File: src/design/mktd_pkg.sv
// ----------------------------------------------------------------------------
// mktd_pkg
// Types, codes and the letter table shared by the Morse key timing decoder.
// ----------------------------------------------------------------------------
package mktd_pkg;

  localparam int DUR_W  = 24;
  localparam int CHAR_W = 7;
  localparam int PAT_W  = 4;
  localparam int WIN_W  = 28;
  localparam int NUM_LETTERS = 26;

  localparam logic [1:0] FUNC_PRESS   = 2'd0;
  localparam logic [1:0] FUNC_RELEASE = 2'd1;
  localparam logic [1:0] FUNC_SEND    = 2'd2;

  localparam logic [1:0] CFG_DOT_TIME  = 2'd0;
  localparam logic [1:0] CFG_DASH_TIME = 2'd1;
  localparam logic [1:0] CFG_LENIENCY  = 2'd2;

  localparam logic [DUR_W-1:0] DOT_TIME_RST  = 24'd1000000;
  localparam logic [DUR_W-1:0] DASH_TIME_RST = 24'd3000000;
  localparam logic [DUR_W-1:0] LENIENCY_RST  = 24'd500000;

  localparam logic [CHAR_W-1:0] CHAR_NONE  = 7'd0;
  localparam logic [CHAR_W-1:0] CHAR_SPACE = 7'd32;
  localparam logic [CHAR_W-1:0] CHAR_A     = 7'd65;

  // (length << 4) | dash bits, A to Z
  localparam logic [7:0] LETTER_CODE [NUM_LETTERS] = '{
    8'h22, 8'h41, 8'h45, 8'h31, 8'h10, 8'h44, 8'h33, 8'h40, 8'h20, 8'h4E,
    8'h35, 8'h42, 8'h23, 8'h21, 8'h37, 8'h46, 8'h4B, 8'h32, 8'h30, 8'h11,
    8'h34, 8'h48, 8'h36, 8'h49, 8'h4D, 8'h43
  };

  typedef struct packed {
    logic letter_gap;
    logic word_gap;
    logic is_dot;
    logic is_dash;
  } mktd_class_t;

  typedef struct packed {
    logic [CHAR_W-1:0] character;
    logic              unmatched;
    logic              end_of_message;
    logic              last;
  } mktd_result_t;

  // strictly inside (nom - len, nom + len), no wrap
  function automatic logic in_window(logic [WIN_W-1:0] d, logic [WIN_W-1:0] nom,
                                     logic [WIN_W-1:0] len);
    return ((d + len) > nom) && (d < (nom + len));
  endfunction

  // {hit, character} for a pattern of cnt symbols
  function automatic logic [CHAR_W:0] letter_of(logic [3:0] cnt, logic [PAT_W-1:0] pat);
    logic [CHAR_W:0] res;
    res = '0;
    for (int i = 0; i < NUM_LETTERS; i++) begin
      if (LETTER_CODE[i] == {cnt, pat}) begin
        res = {1'b1, CHAR_W'(CHAR_A + CHAR_W'(i))};
      end
    end
    return res;
  endfunction

endpackage

File: src/design/mktd_classify.sv
// ----------------------------------------------------------------------------
// mktd_classify
// Window tests of one duration against the dot, dash and gap timings.
// ----------------------------------------------------------------------------
module mktd_classify (
  input  logic [mktd_pkg::DUR_W-1:0] duration_i,
  input  logic [mktd_pkg::DUR_W-1:0] dot_time_i,
  input  logic [mktd_pkg::DUR_W-1:0] dash_time_i,
  input  logic [mktd_pkg::DUR_W-1:0] leniency_i,
  output mktd_pkg::mktd_class_t      class_o
);
  import mktd_pkg::*;

  logic [WIN_W-1:0] d, dot, dash, len, dot3, dot7;
  logic             win_dot, win_dash, win_3, win_7;

  assign d    = WIN_W'(duration_i);
  assign dot  = WIN_W'(dot_time_i);
  assign dash = WIN_W'(dash_time_i);
  assign len  = WIN_W'(leniency_i);
  assign dot3 = (dot << 1) + dot;
  assign dot7 = (dot << 3) - dot;

  assign win_dot  = in_window(d, dot, len);
  assign win_dash = in_window(d, dash, len);
  assign win_3    = in_window(d, dot3, len);
  assign win_7    = in_window(d, dot7, len);

  assign class_o.is_dot     = win_dot;
  assign class_o.is_dash    = win_dash && !win_dot;
  assign class_o.letter_gap = win_3;
  assign class_o.word_gap   = win_7 && !win_3;

endmodule

File: src/design/mktd_decode.sv
// ----------------------------------------------------------------------------
// mktd_decode
// Symbol pattern state, letter lookup and result generation per key event.
// ----------------------------------------------------------------------------
module mktd_decode #(
  parameter int MAX_SYMBOLS = 4
) (
  input  logic                  clk_i,
  input  logic                  rst_ni,
  input  logic                  valid_i,
  input  logic [1:0]            func_i,
  input  mktd_pkg::mktd_class_t class_i,
  output logic [1:0]            wr_cnt_o,
  output mktd_pkg::mktd_result_t wr0_o,
  output mktd_pkg::mktd_result_t wr1_o
);
  import mktd_pkg::*;

  localparam int CNT_W = $clog2(MAX_SYMBOLS + 1);

  logic [PAT_W-1:0] pattern_q, pattern_d;
  logic [CNT_W-1:0] count_q, count_d;
  logic             ovf_q, ovf_d;
  logic             pending;
  logic [CHAR_W:0]  lookup;
  mktd_result_t     letter_res, space_res;

  assign pending = (count_q != '0) || ovf_q;
  assign lookup  = letter_of(4'(count_q), pattern_q);

  always_comb begin
    letter_res = '0;
    if (!pending) begin
      letter_res.character = CHAR_NONE;
    end else if (ovf_q || !lookup[CHAR_W]) begin
      letter_res.character = CHAR_NONE;
      letter_res.unmatched = 1'b1;
    end else begin
      letter_res.character = lookup[CHAR_W-1:0];
    end
    space_res = '0;
    space_res.character = CHAR_SPACE;
  end

  always_comb begin
    pattern_d = pattern_q;
    count_d   = count_q;
    ovf_d     = ovf_q;
    wr_cnt_o  = 2'd0;
    wr0_o     = letter_res;
    wr1_o     = space_res;
    if (valid_i) begin
      case (func_i)
        FUNC_PRESS: begin
          if (class_i.letter_gap || class_i.word_gap) begin
            pattern_d = '0;
            count_d   = '0;
            ovf_d     = 1'b0;
            if (class_i.letter_gap) begin
              wr_cnt_o = pending ? 2'd1 : 2'd0;
            end else if (pending) begin
              wr_cnt_o = 2'd2;
            end else begin
              wr_cnt_o = 2'd1;
              wr0_o    = space_res;
            end
          end
        end
        FUNC_RELEASE: begin
          if (class_i.is_dot || class_i.is_dash) begin
            if (count_q < CNT_W'(MAX_SYMBOLS)) begin
              if (class_i.is_dash && (count_q < CNT_W'(PAT_W))) begin
                pattern_d[count_q[1:0]] = 1'b1;
              end
              count_d = count_q + 1'b1;
            end else begin
              ovf_d = 1'b1;
            end
          end
        end
        FUNC_SEND: begin
          wr_cnt_o = 2'd1;
          wr0_o.end_of_message = 1'b1;
          pattern_d = '0;
          count_d   = '0;
          ovf_d     = 1'b0;
        end
        default: ;
      endcase
    end
    wr0_o.last = (wr_cnt_o == 2'd1);
    wr1_o.last = 1'b1;
  end

  always_ff @(posedge clk_i or negedge rst_ni) begin
    if (!rst_ni) begin
      pattern_q <= '0;
      count_q   <= '0;
      ovf_q     <= 1'b0;
    end else begin
      pattern_q <= pattern_d;
      count_q   <= count_d;
      ovf_q     <= ovf_d;
    end
  end

endmodule

File: src/design/mktd_result_fifo.sv
// ----------------------------------------------------------------------------
// mktd_result_fifo
// Four-entry result queue: up to two in, one out a cycle unless stalled.
// ----------------------------------------------------------------------------
module mktd_result_fifo (
  input  logic                   clk_i,
  input  logic                   rst_ni,
  input  logic [1:0]             wr_cnt_i,
  input  mktd_pkg::mktd_result_t wr0_i,
  input  mktd_pkg::mktd_result_t wr1_i,
  output logic                   room_o,
  output logic                   out_valid_o,
  input  logic                   out_stall_i,
  output mktd_pkg::mktd_result_t out_o
);
  import mktd_pkg::*;

  localparam int DEPTH = 4;
  localparam int PTR_W = $clog2(DEPTH);

  mktd_result_t       mem_q [DEPTH];
  logic [PTR_W-1:0]   wptr_q, wptr_d, rptr_q, rptr_d;
  logic [PTR_W:0]     count_q, count_d;
  logic               pop;
  logic [PTR_W-1:0]   wptr_1;

  assign out_valid_o = (count_q != '0);
  assign out_o       = mem_q[rptr_q];
  assign pop         = out_valid_o && !out_stall_i;
  assign room_o      = (count_q <= (PTR_W + 1)'(DEPTH - 2));
  assign wptr_1      = wptr_q + 1'b1;

  assign wptr_d  = wptr_q + PTR_W'(wr_cnt_i);
  assign rptr_d  = rptr_q + PTR_W'(pop);
  assign count_d = count_q + (PTR_W + 1)'(wr_cnt_i) - (PTR_W + 1)'(pop);

  always_ff @(posedge clk_i) begin
    if (wr_cnt_i != 2'd0) begin
      mem_q[wptr_q] <= wr0_i;
    end
    if (wr_cnt_i == 2'd2) begin
      mem_q[wptr_1] <= wr1_i;
    end
  end

  always_ff @(posedge clk_i or negedge rst_ni) begin
    if (!rst_ni) begin
      wptr_q  <= '0;
      rptr_q  <= '0;
      count_q <= '0;
    end else begin
      wptr_q  <= wptr_d;
      rptr_q  <= rptr_d;
      count_q <= count_d;
    end
  end

endmodule

File: src/design/morse_key_timing_decoder.sv
// ----------------------------------------------------------------------------
// morse_key_timing_decoder
// A key event transaction passes through the input register and then the
// result queue on its way to its first result transaction.
// Throughput: one key event per cycle while the four-entry queue holds two or
// fewer results; results leave one per cycle while the receiver does not stall.
// Reset: asynchronous, active low; clears the symbol pattern and the result
// queue and loads the nominal timings (1 s dot, 3 s dash, 0.5 s leniency).
// ----------------------------------------------------------------------------
module morse_key_timing_decoder #(
  parameter int MAX_SYMBOLS = 4
) (
  input  logic                        clk_i,
  input  logic                        rst_ni,
  input  logic                        in_valid_i,
  output logic                        in_stall_o,
  input  logic [1:0]                  func_i,
  input  logic [mktd_pkg::DUR_W-1:0]  duration_us_i,
  output logic                        out_valid_o,
  input  logic                        out_stall_i,
  output logic [mktd_pkg::CHAR_W-1:0] character_o,
  output logic                        unmatched_o,
  output logic                        end_of_message_o,
  output logic                        last_o,
  input  logic                        cfg_valid_i,
  output logic                        cfg_ready_o,
  input  logic [1:0]                  cfg_index_i,
  input  logic [mktd_pkg::DUR_W-1:0]  cfg_data_i
);
  import mktd_pkg::*;

  logic [DUR_W-1:0] dot_time_q, dash_time_q, leniency_q;
  logic             in_vld_q, in_vld_d;
  logic [1:0]       func_q;
  logic [DUR_W-1:0] dur_q;
  logic             in_accept, advance, room;
  mktd_class_t      cls;
  logic [1:0]       wr_cnt;
  mktd_result_t     wr0, wr1, res;

  assign cfg_ready_o = 1'b1;

  always_ff @(posedge clk_i or negedge rst_ni) begin
    if (!rst_ni) begin
      dot_time_q  <= DOT_TIME_RST;
      dash_time_q <= DASH_TIME_RST;
      leniency_q  <= LENIENCY_RST;
    end else if (cfg_valid_i) begin
      case (cfg_index_i)
        CFG_DOT_TIME:  dot_time_q  <= cfg_data_i;
        CFG_DASH_TIME: dash_time_q <= cfg_data_i;
        CFG_LENIENCY:  leniency_q  <= cfg_data_i;
        default: ;
      endcase
    end
  end

  assign advance    = in_vld_q && room;
  assign in_stall_o = in_vld_q && !room;
  assign in_accept  = in_valid_i && !in_stall_o;
  assign in_vld_d   = in_accept ? 1'b1 : (advance ? 1'b0 : in_vld_q);

  always_ff @(posedge clk_i or negedge rst_ni) begin
    if (!rst_ni) begin
      in_vld_q <= 1'b0;
    end else begin
      in_vld_q <= in_vld_d;
    end
  end

  always_ff @(posedge clk_i) begin
    if (in_accept) begin
      func_q <= func_i;
      dur_q  <= duration_us_i;
    end
  end

  mktd_classify u_classify (
    .duration_i  (dur_q),
    .dot_time_i  (dot_time_q),
    .dash_time_i (dash_time_q),
    .leniency_i  (leniency_q),
    .class_o     (cls)
  );

  mktd_decode #(
    .MAX_SYMBOLS (MAX_SYMBOLS)
  ) u_decode (
    .clk_i    (clk_i),
    .rst_ni   (rst_ni),
    .valid_i  (advance),
    .func_i   (func_q),
    .class_i  (cls),
    .wr_cnt_o (wr_cnt),
    .wr0_o    (wr0),
    .wr1_o    (wr1)
  );

  mktd_result_fifo u_result_fifo (
    .clk_i       (clk_i),
    .rst_ni      (rst_ni),
    .wr_cnt_i    (wr_cnt),
    .wr0_i       (wr0),
    .wr1_i       (wr1),
    .room_o      (room),
    .out_valid_o (out_valid_o),
    .out_stall_i (out_stall_i),
    .out_o       (res)
  );

  assign character_o      = res.character;
  assign unmatched_o      = res.unmatched;
  assign end_of_message_o = res.end_of_message;
  assign last_o           = res.last;

  a_eom_is_last: assert property (@(posedge clk_i) disable iff (!rst_ni)
    out_valid_o && end_of_message_o |-> last_o)
    else $error("end of message transaction not marked last");

  a_space_clean: assert property (@(posedge clk_i) disable iff (!rst_ni)
    out_valid_o && (character_o == CHAR_SPACE) |-> !unmatched_o && !end_of_message_o)
    else $error("space transaction carries flags");

  a_unmatched_no_char: assert property (@(posedge clk_i) disable iff (!rst_ni)
    out_valid_o && unmatched_o |-> (character_o == CHAR_NONE))
    else $error("unmatched transaction carries a character");

  a_no_write_without_event: assert property (@(posedge clk_i) disable iff (!rst_ni)
    !advance |-> (wr_cnt == 2'd0))
    else $error("result written without a key event");

endmodule

File: config.mk
export PLATFORM = sky130hd
export DESIGN_NAME = morse_key_timing_decoder
export DESIGN_NICKNAME = d
export VERILOG_FILES = /design/src/design/mktd_pkg.sv /design/src/design/mktd_classify.sv /design/src/design/mktd_decode.sv /design/src/design/mktd_result_fifo.sv /design/src/design/morse_key_timing_decoder.sv
export SDC_FILE = /design/constraint.sdc
export NUM_CORES = 1
export LEC_CHECK = 0
export BUFFER_PORTS_ARGS = -buffer_cell sky130_fd_sc_hd__buf_2
export CAP_MARGIN = 10
export CORE_ASPECT_RATIO = 0.75
export CORE_MARGIN = 8
export CORE_UTILIZATION = 40
export DETAILED_ROUTE_END_ITERATION = 6
export GPL_ROUTABILITY_DRIVEN = 0
export HOLD_SLACK_MARGIN = 0.12
export SLEW_MARGIN = 20
export SYNTH_ARGS = -nofsm -noshare
export SYNTH_HDL_FRONTEND = slang
export SYNTH_HIERARCHICAL = 1
export SYNTH_SLANG_ARGS = --single-unit
File: constraint.sdc
create_clock -name clk_i -period 8.3 [get_ports clk_i]
set_clock_uncertainty 0.1 [all_clocks]
set_input_delay 1.245 -clock clk_i [delete_from_list [all_inputs] [get_ports clk_i]]
set_output_delay 1.245 -clock clk_i [all_outputs]
set_load 0.02 [all_outputs]
### Word level (Yosys, flattened, before mapping)

Memory sizes are Yosys's and may differ from the RTL's.
Cells that the tools add are included.

| word-level totals | value |
|---|---|
| flip-flop bits (word level) | 114 |
| RAM bits | 40 |
| input port bits | 57 |
| memories kept | 1 |

Memories:

| memory | depth | width | read ports | clocked after memory_dff | wr ports | RTL line | RTL |
|---|---|---|---|---|---|---|---|
| u_result_fifo.mem_q | 4 | 10 | 1 | 0 | 2 | mktd_result_fifo.sv:21 | `mktd_result_t mem_q [DEPTH];` |

| cells by class | value |
|---|---|
| add/sub/neg operators | 13 |
| order comparisons | 12 |
| eq/ne operators | 37 |
| mux-type cells | 64 |
| bitwise gates (word level) | 1 |
| reduce and logical (&&, ||, !) cells | 35 |

Operator list:

| cell | number |
|---|---|
| 8-bit 2-to-1 mux | 27 |
| 24-bit by 28-bit less-than comparator with 1-bit output | 4 |
| 6-bit by 7-bit equality test with 1-bit output, first input constant | 12 |
| 7-bit equality test, first input constant | 12 |
| 24-bit by 24-bit adder with 25-bit output | 3 |
| 28-bit by 24-bit adder with 28-bit output | 2 |
| 28-bit by 24-bit greater-than comparator with 1-bit output | 2 |
| 28-bit greater-than comparator | 2 |
| 10-bit 2-to-1 mux | 4 |
| 27-bit by 24-bit subtractor with 28-bit output | 1 |
| 25-bit by 24-bit adder with 26-bit output | 1 |
| 4-bit 2-to-1 mux | 4 |
| 5-bit by 7-bit equality test with 1-bit output, first input constant | 2 |
| 1-bit 2-to-1 mux | 14 |
| 7-bit 2-to-1 mux | 2 |
| 1-bit logical AND | 12 |
| 4-bit case mux with 3 select lines | 1 |
| 5-bit AND reduction | 2 |
| 3-bit 2-to-1 mux | 3 |
| 3-bit case mux with 3 select lines | 1 |
| 3-bit nonzero test | 3 |
| 2-bit 2-to-1 mux | 4 |
| 2-bit by 1-bit inequality test with 1-bit output, second input constant | 4 |
| 2-bit by 1-bit equality test with 1-bit output, second input constant | 3 |
| other kinds (23) | 37 |

### Longest topological paths before layout

Gate-level depths: netlist of run 1.

| logic depth | value |
|---|---|
| word-level depth | 36 |
| depth in mapped cells | 41 |

### Hierarchy

The synthesis of run 1 kept the hierarchy.

By module, submodules not included:

| module | instances | cells each | area each (sq um) | sequential area each (sq um) |
|---|---|---|---|---|
| mktd_classify | 1 | 1568 | 12057.8 | 0.0 |
| morse_key_timing_decoder | 1 | 187 | 3594.7 | 2637.5 |
| mktd_result_fifo | 1 | 139 | 2446.1 | 1376.3 |
| mktd_decode | 1 | 174 | 1196.1 | 200.2 |

### Least setup slack after synthesis of run 1

Ideal clock, no wire load.

| timing | value |
|---|---|
| path kind | reg-to-reg |
| start | register dot_time_q[1] |
| end | memory u_result_fifo/mem_q[2][0] in the netlist's numbering (enable) |
| setup time | 0.347 ns |
| arrival time | 7.167 ns |
| data required time | 7.853 ns |
| path slack | 0.686 ns |
| cell stages (with the launch flop) | 37 |
| buffers on the path | 2 |
| period minus slack after synthesis | 7.614 ns |
| path through | dfrtp_1 -> inv_1 -> ha_1 -> a21o_1 -> a221o_1 -> o211ai_1 -> nand2b_1 -> a21o_1 -> a21o_1 -> a21o_1 -> a21o_1 -> a21o_1 -> xor2_1 -> ha_1 -> a21oi_1 -> nand3_1 -> o211ai_1 -> nand2b_1 -> a21o_1 -> a31oi_1 -> o21ai_0 -> xnor2_1 -> ha_1 -> nand4_1 -> nor4_1 -> a31o_2 -> a21o_1 -> a21o_1 -> inv_1 -> buf_4 -> inv_1 -> ha_1 -> nor4b_1 -> nor2b_4 -> and3b_4 -> buf_12 -> nand2b_1 |

RTL lines:

| what | RTL line | RTL |
|---|---|---|
| from (decl) | morse_key_timing_decoder.sv:32 | `logic [DUR_W-1:0] dot_time_q, dash_time_q, leniency_q;` |
| from (signal assigned) | morse_key_timing_decoder.sv:50 | `CFG_DOT_TIME: dot_time_q <= cfg_data_i;` |
| to (decl) | mktd_result_fifo.sv:21 |  |

==> results.toml, run 1 <==
[synth]
yosysWarnings = 6
synth_fa_ha_area_frac = 0.2436
yosys_most_used_dff = "edfxtp_1"
syn-instance-count = 2068
ys_types = 99
synth_compound_area_frac = 0.2133
synth.cell_area_mm2 = 0.01929
ys_ff_latch = 154
synth_enable_flop_cells = 66
avgSynthCellArea_um2 = 9.330
ys_seq_area_frac = 0.2184
synthXorXnorAreaFrac = 0.07166
synth_top_family_by_area = "adder cells"
ys_async_sr_fraction = 0.5714
synthMuxAreaShare = 0.08210
synthSimpleGateAreaFrac = 0.1276

[power]
power.density_mw_per_mm2 = 454.6
combPwrFrac = 0.774
cellLeakagePower_nw = 10.11
netSwitchingPower_mw = 4.955
power_mw = 9.562
p_sw_frac = 0.5182
vdd_drop_max_mv = 0.2300
p_clk_frac = 0.089
seqPwrFrac = 0.137
intPower_mw = 4.607

[timing]
slew_violations = 0
max_freq_ghz = 0.1257
worstMarginPinSlew_ns = 1.131
finalSetupViolCount = 0
tns_ns = 0
hold_viol = 0
fin_crit_sh = 0.9587
fin_crit_ns = 7.957
slew_headroom = 0.2419

[floorplanning]
rows = 69
initial_core_util = 0.4064
io_pins = 70
core_mm2 = 0.04748
die_w_um = 269.6
dieArea_mm2 = 0.05559
die_h_um = 206.2

[drt]
wire_per_inst_um = 21.70
viasPerCell = 5.999
drc_errors = 0
drt-initial-drc-count = 1678
first_pass_iters = 5
vias = 16820
antenna_left = 0
routed_wirelength_um = 60810

[global_routing]
antenna_found_initial = 0
grt_pass1_wl_um = 92120
grt_pass1_vias = 15920
grtUsageTotal = 0.2123
grt-ovfl-total = 0
grt_max_degree = 52

[cts]
cts_tree = "built"
clkLatencyLatePin_ns = 0.45
clockRootBuffer = "clkbuf_16"
max-clock-path-buffers = 2
clkSinkCount = 154
ctsHoldBuffers = 0
cts_buffers = 17
clk_pin_slew_ns = 0.07
htree_num_levels = 4

[setup_path]
r2r-end = "u_result_fifo/count_q[2]$_DFF_PN0_"
rrSetupSlack_ns = 0.34
cp_max_fo = 6
crit_type = "reg -> reg"
crit_slowest_cell = "dfrtp_2"
critPathMostFrequentCell = "a21o_1"
start_kind = "flop"
cp-end-kind = "flop"
cp_data_required_time_ns = 8.53
r2r-start = "dot_time_q[4]$_DFFE_PN0P_"
cp.arrival_ns = 8.19
slowest_delay_ns = 0.48
reg2regPathDepth = 38

[placement]
dp_hpwl_um = 49590
portBuffers = 68
place_inst = 2767
postPlaceCellArea_mm2 = 0.02034

[layout]
layout-drive-gt1-share = 0.1502
area_growth_pct = 9.001
n_antenna_cell = 0
layout_commonest_cell = "ha_1"
layout.nets = 2580
fin_util = 0.4429
fillCellCount = 4537
post-route-cell-area_mm2 = 0.02103
ff_latch_area_mm2 = 0.004218
final_cell_mix = "366 x ha_1, 169 x a21oi_1, 143 x inv_1, 143 x a21o_1, 109 x o21ai_0"
multiInputGateArea_mm2 = 0.01431
layoutNonFillerInstCount = 2803

[min_path]
hold_path_class = "reg -> reg"
whs_endpoint = "u_result_fifo/count_q[2]$_DFF_PN0_"
hold_path_depth = 1
min-delay-start = "u_result_fifo/count_q[2]$_DFF_PN0_"

[run_status]
status = "complete, no violations"

[job]
cap_violations = 0
layer usage:
layer  wire length [µm]  global-route usage  up-vias  part of all wire
met3               7013             0.06786       56              0.12
met4                830             0.04319        0             0.014
met2              23240              0.2912      756              0.38
met1              29730              0.3183     8132              0.49
met5                  0                   0        -                 0
li1                   -                   -     7871                 -
worst max-delay path, delay by kind of cell (launching register included):
| kind | cells | cell delay, ns |
|---|---|---|
| buffers and inverters | 4 | 0.39 |
| xor gates and xnor gates | 4 | 0.66 |
| DFF | 1 | 0.48 |
| AOI/OAI and AO/OA | 16 | 3.33 |
| adders and majority gates | 6 | 1.88 |
| and+or+nand+nor | 8 | 0.98 |
sequential cells by signal, summed over array words and instances, names as in the netlist:
| signal | flops |
|---|---|
| u_result_fifo/mem_q | 40 |
| dash_time_q | 24 |
| dot_time_q | 24 |
| dur_q | 24 |
| leniency_q | 24 |
| u_decode/pattern_q | 4 |
| u_decode/count_q | 3 |
| u_result_fifo/count_q | 3 |
| func_q | 2 |
| u_result_fifo/rptr_q | 2 |
| u_result_fifo/wptr_q | 2 |
| in_vld_q | 1 |
| u_decode/ovf_q | 1 |
timing repair:
item	in CTS	in global routing
setup buffers	0	4
setup endpoints to repair	0	82
gates resized for setup	0	14
kinds of logic (layout without fill, tap and decap cells):
group / count (synthesis) / count (layout)
buffers and inverters: 181 / 269
other: 3 / 11
and+or+nand+nor: 458 / 458
xor gates and xnor gates: 157 / 157
adders and majority gates: 372 / 372
muxes: 125 / 125
AOI/OAI and AO/OA: 618 / 618
DFF: 154 / 154
metrics by stage:
step                      hold WS (ns)  setup WS, ns
final                           0.4396        0.3426
after global routing            0.4413      -0.04875
after CTS                       0.4343       0.09440
after detailed placement        0.4208        0.1675
after global placement          0.4168        0.4855
after floorplan                 0.3812        0.6861
worst max path at each step:
stage / depth (start not counted) / slack, ns / endpoint / from
2_1_floorplan: 36 / 0.69 / u_result_fifo/mem_q[2][0]$_DFFE_PP_ / dot_time_q[1]$_DFFE_PN0P_
3_3_place_gp: 34 / 0.49 / u_result_fifo/mem_q[1][7]$_DFFE_PP_ / dot_time_q[1]$_DFFE_PN0P_
3_5_place_dp: 34 / 0.17 / u_result_fifo/mem_q[1][7]$_DFFE_PP_ / dot_time_q[1]$_DFFE_PN0P_
4_1_cts: 34 / 0.09 / u_result_fifo/mem_q[1][7]$_DFFE_PP_ / dot_time_q[1]$_DFFE_PN0P_
5_1_grt: 38 / -0.05 / u_result_fifo/count_q[2]$_DFF_PN0_ / dot_time_q[3]$_DFFE_PN0P_
6_report: 38 / 0.34 / u_result_fifo/count_q[2]$_DFF_PN0_ / dot_time_q[4]$_DFFE_PN0P_
power groups by stage:
stage	logic [mW]	registers (mW)	clock network (mW)
finish	7.40	1.31	0.853
global route	8.16	1.33	0.897
CTS	7.17	1.29	0.868
detailed placement	7.11	1.31	0
global placement	6.89	1.30	0
floorplan	5.38	1.13	0
synthesized netlist by cell type, drive strengths merged (5+ instances only):
cell / n / area share
a221oi: 6 / 0.0030
clkbuf: 8 / 0.0026
mux4: 10 / 0.012
fa: 6 / 0.0062
o21ai: 111 / 0.029
xnor2: 76 / 0.035
and3: 16 / 0.0052
dfstp: 24 / 0.033
o21a: 27 / 0.011
and4: 5 / 0.0023
a211o: 8 / 0.0036
nand2b: 49 / 0.016
a221o: 6 / 0.0031
xor2: 81 / 0.037
buf: 28 / 0.012
a21boi: 6 / 0.0023
nand3: 44 / 0.012
and2: 16 / 0.0052
nand3b: 7 / 0.0031
nor2: 88 / 0.017
mux2: 112 / 0.069
o31ai: 9 / 0.0042
nor3: 33 / 0.0088
nand4: 34 / 0.011
a211oi: 14 / 0.0057
o211ai: 21 / 0.0082
dfrtp: 64 / 0.083
or3: 12 / 0.0042
a21oi: 172 / 0.045
o22ai: 5 / 0.0016
o21bai: 18 / 0.0070
nor2b: 40 / 0.013
nand2: 75 / 0.015
edfxtp: 66 / 0.10
or2: 16 / 0.0052
nor4: 6 / 0.0019
a21o: 144 / 0.056
a31oi: 20 / 0.0065
inv: 145 / 0.028
nor3b: 8 / 0.0040
ha: 366 / 0.24
layout make-up:
| class | count | area share |
|---|---|---|
| Multi-Input combinational cell | 1741 | 0.6806 |
| Timing Repair Buffer | 92 | 0.02487 |
| Clock inverter | 15 | 0.009876 |
| Clock buffer | 17 | 0.02023 |
| Sequential cell | 154 | 0.2005 |
| Tap cell | 639 | 0.03802 |
| Inverter | 145 | 0.02588 |
Power figures use the tool's default switching activity.
==> run 2, diff against run 1 <==
--- a/config.mk
+++ b/config.mk
@@ -7,7 +7,6 @@
 export LEC_CHECK = 0
 export BUFFER_PORTS_ARGS = -buffer_cell sky130_fd_sc_hd__buf_2
 export CAP_MARGIN = 10
-export CORE_ASPECT_RATIO = 0.75
 export CORE_MARGIN = 8
 export CORE_UTILIZATION = 40
 export DETAILED_ROUTE_END_ITERATION = 6
==> run 2 against run 1 <==
Total power decreased by 1.7%. Fmax increased by 1.7%. Via count decreased by 1.8%. Sequential power about the same. Sequential share of layout area about the same. Register-to-register slack improved by 0.14 ns. Setup slack improved by 0.14 ns. First-iteration DRC count decreased by 40%. Critical endpoint is now u_result_fifo/mem_q[0][5]$_DFFE_PP_. Largest power group unchanged.
==> results.toml, run 2 (synthesis results as in run 1) <==
[floorplanning]
initial_core_util = 0.4050
io_pins = 70
die_w_um = 235.6
rows = 80
dieArea_mm2 = 0.05552
core_mm2 = 0.04765
die_h_um = 235.6

[power]
cellLeakagePower_nw = 10.09
power.density_mw_per_mm2 = 447.8
vdd_drop_max_mv = 0.2287

[setup_path]
critPathMostFrequentCell = "a21o_1"
crit_slowest_cell = "dfrtp_1"
cp_data_required_time_ns = 8.41
crit_type = "reg -> reg"
reg2regPathDepth = 34
rrSetupSlack_ns = 0.48
slowest_delay_ns = 0.47
r2r-end = "u_result_fifo/mem_q[0][5]$_DFFE_PP_"
cp.arrival_ns = 7.94
start_kind = "flop"
cp-endpoint = "u_result_fifo/mem_q[0][5]$_DFFE_PP_"
r2r-start = "dot_time_q[5]$_DFFE_PN0P_"
cp_max_fo = 7
crit_start = "dot_time_q[5]$_DFFE_PN0P_"
cp-end-kind = "flop"

[timing]
worstMarginPinSlew_ns = 0.9758
fin_crit_ns = 7.822
max_freq_ghz = 0.1278
fin_crit_sh = 0.9424
slew_headroom = 0.3495
finalSetupViolCount = 0
hold_viol = 0
tns_ns = 0
slew_violations = 0
rsz0062_at_grt = "no"

[global_routing]
grt_pass1_wl_um = 89420
grt_max_degree = 69
antenna_found_initial = 0
grt_pass1_vias = 16310
grtUsageTotal = 0.2021
grt-ovfl-total = 0

[layout]
layout.nets = 2578
layout_commonest_cell = "ha_1"
largest_register = "u_result_fifo/mem_q"
final_cell_mix = "366 x ha_1, 169 x a21oi_1, 144 x inv_1"
n_antenna_cell = 0
largest_reg_flops = 40
layout-drive-gt1-share = 0.1503
fillCellCount = 4572
multiInputGateArea_mm2 = 0.01435
post-route-cell-area_mm2 = 0.02100
ff_latch_area_mm2 = 0.004219
area_growth_pct = 8.819
layoutNonFillerInstCount = 2777

[drt]
vias = 16520
first_pass_iters = 7
routed_wirelength_um = 58120
viasPerCell = 5.949
wire_per_inst_um = 20.93
antenna_left = 0
drt-initial-drc-count = 1015
drc_errors = 0

[cts]
clk_pin_slew_ns = 0.08
ctsHoldBuffers = 0
htree_num_levels = 4
cts_tree = "built"
clkLatencyLatePin_ns = 0.45
cts_buffers = 17
clkSinkCount = 154
max-clock-path-buffers = 2
clockRootBuffer = "clkbuf_16"

[placement]
portBuffers = 68
postPlaceCellArea_mm2 = 0.02028
dp_hpwl_um = 47180
place_inst = 2740

[min_path]
hold_path_class = "reg -> reg"

[job]
cap_violations = 0

[run_status]
status = "complete, no violations"
run 2: cell types whose count changed in the layout (fill, tap and decap cells not counted), moves of 3 or more:
cell       delta
inv_6         -4
clkinv_8      +3
buf_4         -3
inv_8         +4
bufinv_16     -3
run 2: worst min path at each step:
stage,start,endpoint,slack (ns),depth (start not counted)
finish,u_result_fifo/count_q[2]$_DFF_PN0_,u_result_fifo/count_q[2]$_DFF_PN0_,0.43,1
global route,u_result_fifo/count_q[2]$_DFF_PN0_,u_result_fifo/count_q[2]$_DFF_PN0_,0.47,1
CTS,u_result_fifo/count_q[2]$_DFF_PN0_,u_result_fifo/count_q[2]$_DFF_PN0_,0.43,1
detailed placement,u_result_fifo/count_q[2]$_DFF_PN0_,u_result_fifo/count_q[2]$_DFF_PN0_,0.41,1
global placement,u_result_fifo/count_q[2]$_DFF_PN0_,u_result_fifo/count_q[2]$_DFF_PN0_,0.41,1
floorplan,in_vld_q$_DFFE_PN0P_,in_vld_q$_DFFE_PN0P_,0.38,2
run 2: metrics by stage:
stage | hold slack, ns | total power [mW] | setup slack [ns] | util
floorplan | 0.3812 | 6.509 | 0.6861 | -
global placement | 0.4089 | 8.180 | 0.3696 | 0.4257
detailed placement | 0.4140 | 8.380 | 0.1578 | 0.4257
CTS | 0.4286 | 9.253 | 0.1013 | 0.4386
global route | 0.4659 | 10.26 | 0.005993 | 0.4407
finish | 0.4285 | 9.401 | 0.4781 | 0.4407
run 2: metal layers:
layer / wire length (µm) / up-vias / GRT usage
met1: 25850 / 8043 / 0.2594
met3: 3039 / 85 / 0.02423
met5: 0 / - / 0
met2: 27400 / 507 / 0.3450
met4: 1826 / 0 / 0.07442
li1: - / 7885 / -
run 2: timing repair:
| item | in CTS | in global routing |
|---|---|---|
| setup endpoints to repair | 0 | 82 |
| resized for setup | 0 | 19 |
| setup buffers | 0 | 4 |
run 2: critical path, delay by kind of cell, from the launching register on:
family,cells,cell delay [ns]
buffers and inverters,2,0.42
muxes,1,0.30
xor gates and xnor gates,2,0.30
DFF,1,0.47
and+or+nand+nor,10,1.65
adders and majority gates,3,1.03
AOI/OAI and AO/OA,16,3.28
run 2: power breakdown:
part	total (mW)	switching (mW)	internal, mW
combinational	7.31	4.17	3.14
clock	0.805	0.395	0.410
sequential	1.28	0.298	0.984
total	9.40	4.86	4.54
run 2: layout make-up:
type / count / area share
multi-input combinational: 1742 / 0.6835
sequential: 154 / 0.2009
tap: 615 / 0.03665
inverter: 145 / 0.02592
timing repair buffer: 89 / 0.02384
clock buffer: 17 / 0.02026
clock inverter: 15 / 0.008939
